==> src/rtl/apg_pkg.sv <==
// Shared types, widths and constants of the annulus point generator.
// No dependencies; every RTL module imports this package.
package apg_pkg;

	localparam int CNT_W      = 10;
	localparam int RAD_W      = 23;
	localparam int CTR_W      = 24;
	localparam int CFG_IDX_W  = 3;
	localparam int CFG_DATA_W = 24;
	localparam int GUARD_BITS = 16;
	localparam int GAIN_W     = 30;
	localparam int PROD_W     = RAD_W + GAIN_W;
	localparam int DW         = RAD_W + GUARD_BITS + 3;
	localparam int ATAN_N     = 24;

	localparam logic [GAIN_W-1:0] GAIN_Q30 = 30'h26DD3B6A;

	typedef enum logic [CFG_IDX_W-1:0] {
		CFG_INNER_COUNT  = 3'd0,
		CFG_OUTER_COUNT  = 3'd1,
		CFG_INNER_RADIUS = 3'd2,
		CFG_OUTER_RADIUS = 3'd3,
		CFG_CENTER_X     = 3'd4,
		CFG_CENTER_Y     = 3'd5
	} cfg_idx_t;

	typedef struct packed {
		logic                 done;
		logic signed [DW-1:0] x;
		logic signed [DW-1:0] y;
	} rot_res_t;

	// Arctangent of 2^-i in units of 2^-32 turn.
	function automatic logic [31:0] atan_turns32(input logic [4:0] idx);
		logic [31:0] t;
		unique case (idx)
			5'd0:  t = 32'h20000000;
			5'd1:  t = 32'h12E4051E;
			5'd2:  t = 32'h09FB385B;
			5'd3:  t = 32'h051111D4;
			5'd4:  t = 32'h028B0D43;
			5'd5:  t = 32'h0145D7E1;
			5'd6:  t = 32'h00A2F61E;
			5'd7:  t = 32'h00517C55;
			5'd8:  t = 32'h0028BE53;
			5'd9:  t = 32'h00145F2F;
			5'd10: t = 32'h000A2F98;
			5'd11: t = 32'h000517CC;
			5'd12: t = 32'h00028BE6;
			5'd13: t = 32'h000145F3;
			5'd14: t = 32'h0000A2FA;
			5'd15: t = 32'h0000517D;
			5'd16: t = 32'h000028BE;
			5'd17: t = 32'h0000145F;
			5'd18: t = 32'h00000A30;
			5'd19: t = 32'h00000518;
			5'd20: t = 32'h0000028C;
			5'd21: t = 32'h00000146;
			5'd22: t = 32'h000000A3;
			5'd23: t = 32'h00000051;
			default: t = 32'h0;
		endcase
		return t;
	endfunction

endpackage

==> src/rtl/apg_divider.sv <==
// Iterative restoring divider that forms the node angle (k << ANGLE_BITS) / count.
// Depends on apg_pkg; one quotient bit per cycle on a shared subtractor.
module apg_divider import apg_pkg::*; #(
	parameter int ANGLE_BITS = 16
) (
	input  logic                  clk,
	input  logic                  arst_n,
	input  logic                  start,
	input  logic [CNT_W-1:0]      node_k,
	input  logic [CNT_W-1:0]      divisor,
	output logic                  done,
	output logic [ANGLE_BITS-1:0] quotient
);

	localparam int NS  = CNT_W + ANGLE_BITS;
	localparam int SCW = $clog2(NS + 1);

	logic           busy_q;
	logic           done_q;
	logic [SCW-1:0] step_q;
	logic [NS-1:0]  dvd_q;
	logic [CNT_W-1:0] rem_q;
	logic [ANGLE_BITS-1:0] quo_q;

	logic [CNT_W:0]   trial;
	logic [CNT_W:0]   diff;
	logic             ge;
	logic [CNT_W-1:0] rem_n;

	always_comb begin
		trial = {rem_q, dvd_q[NS-1]};
		diff  = trial - {1'b0, divisor};
		ge    = (trial >= {1'b0, divisor});
		rem_n = ge ? diff[CNT_W-1:0] : trial[CNT_W-1:0];
	end

	always_ff @(posedge clk or negedge arst_n) begin
		if (!arst_n) begin
			busy_q <= 1'b0;
			done_q <= 1'b0;
			step_q <= '0;
		end else if (start) begin
			busy_q <= 1'b1;
			done_q <= 1'b0;
			step_q <= '0;
		end else if (busy_q) begin
			step_q <= step_q + SCW'(1);
			if (step_q == SCW'(NS - 1)) begin
				busy_q <= 1'b0;
				done_q <= 1'b1;
			end
		end else begin
			done_q <= 1'b0;
		end
	end

	always_ff @(posedge clk) begin
		if (start) begin
			dvd_q <= {node_k, {ANGLE_BITS{1'b0}}};
			rem_q <= '0;
			quo_q <= '0;
		end else if (busy_q) begin
			dvd_q <= {dvd_q[NS-2:0], 1'b0};
			rem_q <= rem_n;
			quo_q <= {quo_q[ANGLE_BITS-2:0], ge};
		end
	end

	assign done     = done_q;
	assign quotient = quo_q;

endmodule

==> src/rtl/apg_cordic.sv <==
// Iterative rotation-mode CORDIC: radius times (cos, sin) of a binary-turn angle.
// Depends on apg_pkg; one micro-rotation per cycle through a shared add/shift unit.
module apg_cordic import apg_pkg::*; #(
	parameter int ANGLE_BITS    = 16,
	parameter int CORDIC_STAGES = 16
) (
	input  logic                  clk,
	input  logic                  arst_n,
	input  logic                  start,
	input  logic [RAD_W-1:0]      radius,
	input  logic [ANGLE_BITS-1:0] angle,
	output rot_res_t              res
);

	localparam int NSTG = (CORDIC_STAGES < ATAN_N) ? CORDIC_STAGES : ATAN_N;
	localparam int IW   = $clog2(NSTG);
	localparam int ZW   = ANGLE_BITS + 2;
	localparam logic signed [ZW-1:0] HALF    = ZW'(2 ** (ANGLE_BITS - 1));
	localparam logic signed [ZW-1:0] QUARTER = ZW'(2 ** (ANGLE_BITS - 2));
	localparam logic [PROD_W-1:0] X0_RND = PROD_W'(2 ** (29 - GUARD_BITS));
	localparam logic [32:0] STEP_RND = 33'(2 ** (31 - ANGLE_BITS));

	typedef enum logic [2:0] {
		C_IDLE = 3'b001,
		C_ITER = 3'b010,
		C_NEG  = 3'b100
	} cstate_t;

	cstate_t              state_q;
	logic [IW-1:0]        idx_q;
	logic                 done_q;
	logic [PROD_W-1:0]    prod_q;
	logic signed [DW-1:0] x_q;
	logic signed [DW-1:0] y_q;
	logic signed [ZW-1:0] z_q;
	logic                 neg_q;

	logic signed [DW-1:0] x0;
	logic signed [ZW-1:0] z0;
	logic signed [ZW-1:0] zf;
	logic                 negf;
	logic [32:0]          stp_w;
	logic signed [ZW-1:0] stp;
	logic signed [DW-1:0] dx;
	logic signed [DW-1:0] dy;

	always_comb begin
		x0 = signed'(DW'((prod_q + X0_RND) >> (30 - GUARD_BITS)));
		z0 = signed'({{2{angle[ANGLE_BITS-1]}}, angle});
		zf   = z0;
		negf = 1'b0;
		if (z0 > QUARTER) begin
			zf   = z0 - HALF;
			negf = 1'b1;
		end else if (z0 < -QUARTER) begin
			zf   = z0 + HALF;
			negf = 1'b1;
		end
		stp_w = ({1'b0, atan_turns32(5'(idx_q))} + STEP_RND) >> (32 - ANGLE_BITS);
		stp   = signed'(ZW'(stp_w));
		dx    = y_q >>> idx_q;
		dy    = x_q >>> idx_q;
	end

	always_ff @(posedge clk or negedge arst_n) begin
		if (!arst_n) begin
			state_q <= C_IDLE;
			idx_q   <= '0;
			done_q  <= 1'b0;
		end else begin
			done_q <= 1'b0;
			unique case (state_q)
				C_IDLE: begin
					if (start) begin
						state_q <= C_ITER;
						idx_q   <= '0;
					end
				end
				C_ITER: begin
					idx_q <= idx_q + IW'(1);
					if (idx_q == IW'(NSTG - 1)) begin
						state_q <= C_NEG;
					end
				end
				C_NEG: begin
					state_q <= C_IDLE;
					done_q  <= 1'b1;
				end
				default: state_q <= C_IDLE;
			endcase
		end
	end

	always_ff @(posedge clk) begin
		prod_q <= PROD_W'(radius) * PROD_W'(GAIN_Q30);
		if (state_q == C_IDLE && start) begin
			x_q   <= x0;
			y_q   <= '0;
			z_q   <= zf;
			neg_q <= negf;
		end else if (state_q == C_ITER) begin
			if (!z_q[ZW-1]) begin
				x_q <= x_q - dx;
				y_q <= y_q + dy;
				z_q <= z_q - stp;
			end else begin
				x_q <= x_q + dx;
				y_q <= y_q - dy;
				z_q <= z_q + stp;
			end
		end else if (state_q == C_NEG && neg_q) begin
			x_q <= -x_q;
			y_q <= -y_q;
		end
	end

	assign res.done = done_q;
	assign res.x    = x_q;
	assign res.y    = y_q;

endmodule

==> src/rtl/annulus_polygon_point_generator_unit.sv <==
// Annulus outline generator: request, node sequencing, angle and rotation units.
// Depends on apg_pkg, apg_divider and apg_cordic.
//
// Each beat accepted on the request channel (req_valid/req_ready, payload
// restart) yields exactly one node beat on the point channel
// (point_valid/point_ready). The polygon is inner_count+1 nodes on the inner
// circle counting upward in angle, then outer_count+1 nodes on the outer
// circle counting downward; a count of zero acts as one and a count above
// MAX_NODES acts as MAX_NODES. last_node marks the final outer node. A
// request with restart set begins again at inner node zero. A request passes
// through the load, divide, angle, rotate and finish states: the bit-serial
// angle divider forms the node angle and the one-step-per-cycle rotation
// unit turns the radius by it. One request is in flight at a time; the block
// returns to idle, ready for the next one, as the point is loaded. The result
// sits in an output register: the next request is taken while it waits, and
// a stalled receiver only holds back the finish of the following node. Reset
// loads the default configuration and starts at inner node zero. The
// configuration is written through cfg_we, cfg_index and cfg_wdata; the user
// must write it only while the block is idle, which the block does not enforce.
module annulus_polygon_point_generator_unit import apg_pkg::*; #(
	parameter int ANGLE_BITS    = 16,
	parameter int CORDIC_STAGES = 16,
	parameter int COORD_BITS    = 24,
	parameter int MAX_NODES     = 1023
) (
	input  logic                         clk,
	input  logic                         arst_n,
	input  logic                         cfg_we,
	input  logic [CFG_IDX_W-1:0]         cfg_index,
	input  logic [CFG_DATA_W-1:0]        cfg_wdata,
	input  logic                         req_valid,
	output logic                         req_ready,
	input  logic                         restart,
	output logic                         point_valid,
	input  logic                         point_ready,
	output logic signed [COORD_BITS-1:0] point_x,
	output logic signed [COORD_BITS-1:0] point_y,
	output logic                         on_outer,
	output logic [CNT_W-1:0]             node_index,
	output logic                         last_node
);

	localparam int SUM_W = 34;
	localparam logic signed [SUM_W-1:0] SAT_HI = SUM_W'((64'sd1 <<< (COORD_BITS - 1)) - 64'sd1);
	localparam logic signed [SUM_W-1:0] SAT_LO = -SAT_HI - SUM_W'(1);
	localparam logic signed [DW-1:0] OUT_RND = DW'(2 ** (GUARD_BITS - 1));

	typedef enum logic [5:0] {
		S_IDLE = 6'b000001,
		S_LOAD = 6'b000010,
		S_DIV  = 6'b000100,
		S_ANG  = 6'b001000,
		S_ROT  = 6'b010000,
		S_FIN  = 6'b100000
	} state_t;

	state_t state_q;

	logic [CNT_W-1:0]       inner_count_q;
	logic [CNT_W-1:0]       outer_count_q;
	logic [RAD_W-1:0]       inner_radius_q;
	logic [RAD_W-1:0]       outer_radius_q;
	logic signed [CTR_W-1:0] center_x_q;
	logic signed [CTR_W-1:0] center_y_q;

	logic [CNT_W-1:0] node_cnt_q;
	logic             ring_sel_q;

	logic [CNT_W-1:0]      item_k_q;
	logic                  item_ring_q;
	logic                  item_last_q;
	logic [CNT_W-1:0]      item_cnt_q;
	logic [RAD_W-1:0]      item_radius_q;
	logic [ANGLE_BITS-1:0] angle_q;

	logic                         out_valid_q;
	logic signed [COORD_BITS-1:0] px_q;
	logic signed [COORD_BITS-1:0] py_q;
	logic                         outer_q;
	logic [CNT_W-1:0]             index_q;
	logic                         last_q;

	logic             accept;
	logic             ring_cur;
	logic [CNT_W-1:0] k_cur;
	logic [CNT_W-1:0] cnt_raw;
	logic [CNT_W-1:0] cnt_eff;
	logic             wrap;
	logic             out_free;

	logic                  div_done;
	logic [ANGLE_BITS-1:0] div_quot;
	rot_res_t              rot;

	function automatic logic signed [COORD_BITS-1:0] finish_coord(
		input logic signed [DW-1:0]    v,
		input logic signed [CTR_W-1:0] c
	);
		logic signed [DW-1:0]    r;
		logic signed [SUM_W-1:0] s;
		r = (v + OUT_RND) >>> GUARD_BITS;
		s = SUM_W'(r) + SUM_W'(c);
		if (s > SAT_HI) begin
			s = SAT_HI;
		end else if (s < SAT_LO) begin
			s = SAT_LO;
		end
		return COORD_BITS'(s);
	endfunction

	always_comb begin
		accept   = req_valid && req_ready;
		ring_cur = restart ? 1'b0 : ring_sel_q;
		k_cur    = restart ? '0 : node_cnt_q;
		cnt_raw  = ring_cur ? outer_count_q : inner_count_q;
		cnt_eff  = cnt_raw;
		if (cnt_raw == '0) begin
			cnt_eff = CNT_W'(1);
		end else if ({2'b00, cnt_raw} > 12'(MAX_NODES)) begin
			cnt_eff = CNT_W'(MAX_NODES);
		end
		wrap     = (k_cur >= cnt_eff);
		out_free = !out_valid_q || point_ready;
	end

	assign req_ready = (state_q == S_IDLE);

	always_ff @(posedge clk or negedge arst_n) begin
		if (!arst_n) begin
			inner_count_q  <= CNT_W'(16);
			outer_count_q  <= CNT_W'(16);
			inner_radius_q <= RAD_W'(256);
			outer_radius_q <= RAD_W'(512);
			center_x_q     <= '0;
			center_y_q     <= '0;
		end else if (cfg_we) begin
			unique case (cfg_idx_t'(cfg_index))
				CFG_INNER_COUNT:  inner_count_q  <= cfg_wdata[CNT_W-1:0];
				CFG_OUTER_COUNT:  outer_count_q  <= cfg_wdata[CNT_W-1:0];
				CFG_INNER_RADIUS: inner_radius_q <= cfg_wdata[RAD_W-1:0];
				CFG_OUTER_RADIUS: outer_radius_q <= cfg_wdata[RAD_W-1:0];
				CFG_CENTER_X:     center_x_q     <= signed'(cfg_wdata[CTR_W-1:0]);
				CFG_CENTER_Y:     center_y_q     <= signed'(cfg_wdata[CTR_W-1:0]);
				default: ;
			endcase
		end
	end

	always_ff @(posedge clk or negedge arst_n) begin
		if (!arst_n) begin
			state_q     <= S_IDLE;
			node_cnt_q  <= '0;
			ring_sel_q  <= 1'b0;
			out_valid_q <= 1'b0;
		end else begin
			if (state_q == S_FIN && out_free) begin
				out_valid_q <= 1'b1;
			end else if (point_ready) begin
				out_valid_q <= 1'b0;
			end
			unique case (state_q)
				S_IDLE: begin
					if (accept) begin
						state_q <= S_LOAD;
						if (wrap) begin
							ring_sel_q <= !ring_cur;
							node_cnt_q <= '0;
						end else begin
							ring_sel_q <= ring_cur;
							node_cnt_q <= k_cur + CNT_W'(1);
						end
					end
				end
				S_LOAD: state_q <= S_DIV;
				S_DIV: begin
					if (div_done) begin
						state_q <= S_ANG;
					end
				end
				S_ANG: state_q <= S_ROT;
				S_ROT: begin
					if (rot.done) begin
						state_q <= S_FIN;
					end
				end
				S_FIN: begin
					if (out_free) begin
						state_q <= S_IDLE;
					end
				end
				default: state_q <= S_IDLE;
			endcase
		end
	end

	always_ff @(posedge clk) begin
		if (accept) begin
			item_k_q      <= k_cur;
			item_ring_q   <= ring_cur;
			item_last_q   <= ring_cur && wrap;
			item_cnt_q    <= cnt_eff;
			item_radius_q <= ring_cur ? outer_radius_q : inner_radius_q;
		end
		if (state_q == S_DIV && div_done) begin
			angle_q <= item_ring_q ? (ANGLE_BITS'(0) - div_quot) : div_quot;
		end
		if (state_q == S_FIN && out_free) begin
			px_q    <= finish_coord(rot.x, center_x_q);
			py_q    <= finish_coord(rot.y, center_y_q);
			outer_q <= item_ring_q;
			index_q <= item_k_q;
			last_q  <= item_last_q;
		end
	end

	apg_divider #(
		.ANGLE_BITS(ANGLE_BITS)
	) u_divider (
		.clk     (clk),
		.arst_n  (arst_n),
		.start   (state_q == S_LOAD),
		.node_k  (item_k_q),
		.divisor (item_cnt_q),
		.done    (div_done),
		.quotient(div_quot)
	);

	apg_cordic #(
		.ANGLE_BITS   (ANGLE_BITS),
		.CORDIC_STAGES(CORDIC_STAGES)
	) u_cordic (
		.clk   (clk),
		.arst_n(arst_n),
		.start (state_q == S_ANG),
		.radius(item_radius_q),
		.angle (angle_q),
		.res   (rot)
	);

	assign point_valid = out_valid_q;
	assign point_x     = px_q;
	assign point_y     = py_q;
	assign on_outer    = outer_q;
	assign node_index  = index_q;
	assign last_node   = last_q;

endmodule

==> config.mk <==
export PLATFORM = sky130hd
export DESIGN_NAME = annulus_polygon_point_generator_unit
export DESIGN_NICKNAME = d
export VERILOG_FILES = /design/src/rtl/apg_pkg.sv /design/src/rtl/apg_divider.sv /design/src/rtl/apg_cordic.sv /design/src/rtl/annulus_polygon_point_generator_unit.sv
export SDC_FILE = /design/constraint.sdc
export NUM_CORES = 2
export LEC_CHECK = 0
export ABC_AREA = 1
export ABC_CLOCK_PERIOD_IN_PS = 6700
export BUFFER_PORTS_ARGS = -buffer_cell sky130_fd_sc_hd__buf_4
export CAP_MARGIN = 20
export CORE_UTILIZATION = 45
export CTS_CLUSTER_SIZE = 20
export DETAILED_ROUTE_END_ITERATION = 10
export PLACE_DENSITY = 0.72
export SETUP_SLACK_MARGIN = 0.4
export SLEW_MARGIN = 20
export SYNTH_ARGS = -nofsm -noshare
export SYNTH_HDL_FRONTEND = slang
export SYNTH_SLANG_ARGS = --single-unit
export TNS_END_PERCENT = 10
==> constraint.sdc <==
create_clock -name clk -period 6.7 [get_ports clk]
set_input_delay 1.34 -clock clk [delete_from_list [all_inputs] [get_ports clk]]
set_output_delay 1.34 -clock clk [all_outputs]
set_load 0.03 [all_outputs]
==> flow_metrics.env <==
export IMPL_synth_cells=6802
export IMPL_ys_flop_type="edfxtp_1"
export IMPL_grt_max_degree=98
export IMPL_finalHoldViolCount=0
export IMPL_finalSetupTns_ns=0
export IMPL_grtUsageTotal=0.297
export IMPL_crit_start="item_radius_q[6]"
export IMPL_grt_pass1_wl_um=256000
export IMPL_ios=95
export IMPL_drt_initial_drc_count=4954
export IMPL_die_h_um=333
export IMPL_worst_pin_slew_ns=1.18
export IMPL_yosysMostFrequentCell="nand2_1"
export IMPL_rows=121
export IMPL_die_w_um=333
export IMPL_wl_per_cell_um=20.2
export IMPL_h_tree_depth=2
export IMPL_finalNonFillerCells=8318
export IMPL_fin_util=0.494
export IMPL_ys_ff_latch=447
export IMPL_overflow=0
export IMPL_multi_input_area_sq_um=33000
export IMPL_slew_headroom=0.204
export IMPL_drc=0
export IMPL_cts_sinks=447
export IMPL_numCtsBuffers=52
export IMPL_portBuffers=94
export IMPL_core_sq_um=109000
export IMPL_synthTopCellsByArea="edfxtp_1 (12%), fa_1 (11%), nand2_1 (11%), ha_1 (11%), inv_1 (7.9%)"
export IMPL_wirelength_um=168000
export IMPL_syn_nets=7538
export IMPL_synthDominantCellAreaShare=0.115
export IMPL_antenna_found_initial=5
export IMPL_cp_arrival_ns=6.84
export IMPL_dp_hpwl_um=135000
export IMPL_hold_path_startpoint="item_k_q[0]"
export IMPL_slowest_stage="fa_1"
export IMPL_rsz0062_at_grt="yes"
export IMPL_synth_edf_count=189
export IMPL_yosysTopAreaCell="edfxtp_1"
export IMPL_dr_total_vias=46700
export IMPL_timing_fmax_mhz=159
export IMPL_ctsLongestPathBuffers=3
export IMPL_postCtsHoldBufs=0
export IMPL_start_kind="flip-flop"
export IMPL_n_fill_cell=10800
export IMPL_r2r_cells=21
export IMPL_gp_congestion=1.03
export IMPL_end_kind="flip-flop"
export IMPL_hp_class="reg -> reg"
export IMPL_drt_vias_per_instance=5.62
export IMPL_postRouteAntennaNets=0
export IMPL_fin_nets=7594
export IMPL_criticalPathCategory="reg -> reg"
export IMPL_start_util=0.454
export IMPL_syn_area_sq_um=49300
export IMPL_fin_ws_ns=0.424
export IMPL_clk_pin_slew_worst_paths_ns=0.06
export IMPL_drive_above_1_share=0.0700
export IMPL_grt_pass1_vias=44100
export IMPL_crit_required_ns=7.27
export IMPL_path_cells="buf_6 -> ha_4 -> clkinvlp_4 -> fa_1 -> inv_1 -> fa_1 -> fa_1 -> fa_1 -> fa_1 -> inv_1 -> fa_1 -> inv_1 -> ha_2 -> nand2_1 -> nor2_1 -> inv_1 -> nor4_2 -> nand3_1 -> nand3_1 -> a311oi_1 -> xnor2_1"
export IMPL_place_ws_ns=0.221
export IMPL_setup_viol=0
export IMPL_cts_root_buffer="clkbuf_16"
export IMPL_r2r_start="item_radius_q[6]"
export IMPL_outcome="completed"
export IMPL_holdPathStages=0
export IMPL_clock_skew_ns=0.0817
export IMPL_async_flop_share=0.329
export IMPL_path_common_cell="fa_1"
export IMPL_insertion_delay_ns=0.69
export IMPL_period_needed_ns=6.28
export IMPL_fin_crit_sh=0.937
export IMPL_path_max_fanout=5
export IMPL_cts_tree="done"
export IMPL_maxCapViolCount=0
export IMPL_dieArea_sq_um=111000
export IMPL_ys_types=74
export IMPL_final_seq_area_sq_um=11600
export IMPL_syn_mean_instance_area_sq_um=7.25
export IMPL_firstDrtPassIters=8
export IMPL_area_growth_syn_to_layout_pct=8.95
export IMPL_ys_warn_count=0
export IMPL_synthTopCellsByCount="nand2_1 (1448), inv_1 (1033), nor2_1 (541)"
export IMPL_seq_area_frac_synth=0.235
export IMPL_maxSlewViolCount=0
export IMPL_placedCellCount=8187
export IMPL_cpPeakStageDelay_ns=0.60
[per-layer routing]
layer	share of wire	vias up	track usage
li1	-	22400	-
met1	0.43	21900	0.408
met2	0.44	2157	0.467
met3	0.093	357	0.0569
met4	0.037	0	0.0993
met5	0	-	0
[registers in the layout, summed over array words and instances, names as in the netlist, 16 cells and up]
signal and cells:
angle_q 16, center_x_q 24, center_y_q 24, inner_radius_q 23
item_radius_q 23, outer_radius_q 23, point_x 24, point_y 24
u_cordic.prod_q 40, u_cordic.x_q 42, u_cordic.y_q 42, u_cordic.z_q 18
u_divider.quotient 16
[placed cells by master (no fill, tap or decap), drive strengths merged, types with 68 or more instances in the layout]
master  count
a21oi     455
ha        422
nand3     497
clkbuf     79
nand2    1467
nor3      110
dfrtp     141
inv      1063
edfxtp    189
nor2      562
a31oi      68
xor2      243
o21ai     541
fa        281
xnor2     105
buf       211
dfxtp     111
[worst max-delay path: cells and delay by family, from the launching register on]
family | cells | cell delay, ns
compound gates | 1 | 0.14
xor+xnor | 1 | 0.14
fa+ha+maj | 8 | 3.81
buf+inv | 6 | 0.58
flops | 1 | 0.52
simple gates | 5 | 0.97
[worst paths after layout]
path / to / slack (ns)
worst min register to register: node_index[0] / 0.46
max in group asynchronous: outer_radius_q[10] / 4.66
worst max-delay path: u_cordic.prod_q[46] / 0.42
worst max register to register: u_cordic.prod_q[46] / 0.42
worst min-delay path: node_index[0] / 0.46
min in group asynchronous: u_cordic.done_q / 0.71
[cells by family (layout without fill, tap and decap cells)]
kind of cell | count (synthesis) | in the layout | synth area share
fa+ha+maj | 703 | 703 | 0.221
compound gates | 1235 | 1235 | 0.138
mux | 2 | 2 | 0.000406
flops | 447 | 447 | 0.235
xor+xnor | 348 | 348 | 0.0621
simple gates | 2793 | 2793 | 0.242
other cells | 0 | 2 | 0
buf+inv | 1274 | 1374 | 0.102
[per-stage QoR]
step                instance area (sq um)  hold WS, ns
floorplan                           49300        0.400
global placement                    51500        0.440
detailed placement                  51500        0.438
CTS                                 53300        0.452
global route                        53700        0.469
finish                              53700        0.459
[timing repair]
item                                   in CTS  in global routing
gates resized for setup                     4                 58
endpoints found under the hold margin       0                  0
buffers inserted                            8                 23
pin swaps                                   0                 11
setup endpoints to repair                  13                 35
[cell type report]
class	count	share of cell area
Antenna cell	2	0.0000931
Clock buffer	79	0.0286
Clock inverter	19	0.00424
Inverter	1065	0.0745
Multi-Input combinational cell	5081	0.614
Sequential cell	447	0.216
Tap cell	1414	0.0329
Timing Repair Buffer	211	0.0304
Power is not shown: default switching activity piles up to over one toggle a cycle in this logic, so the estimate is an artifact.
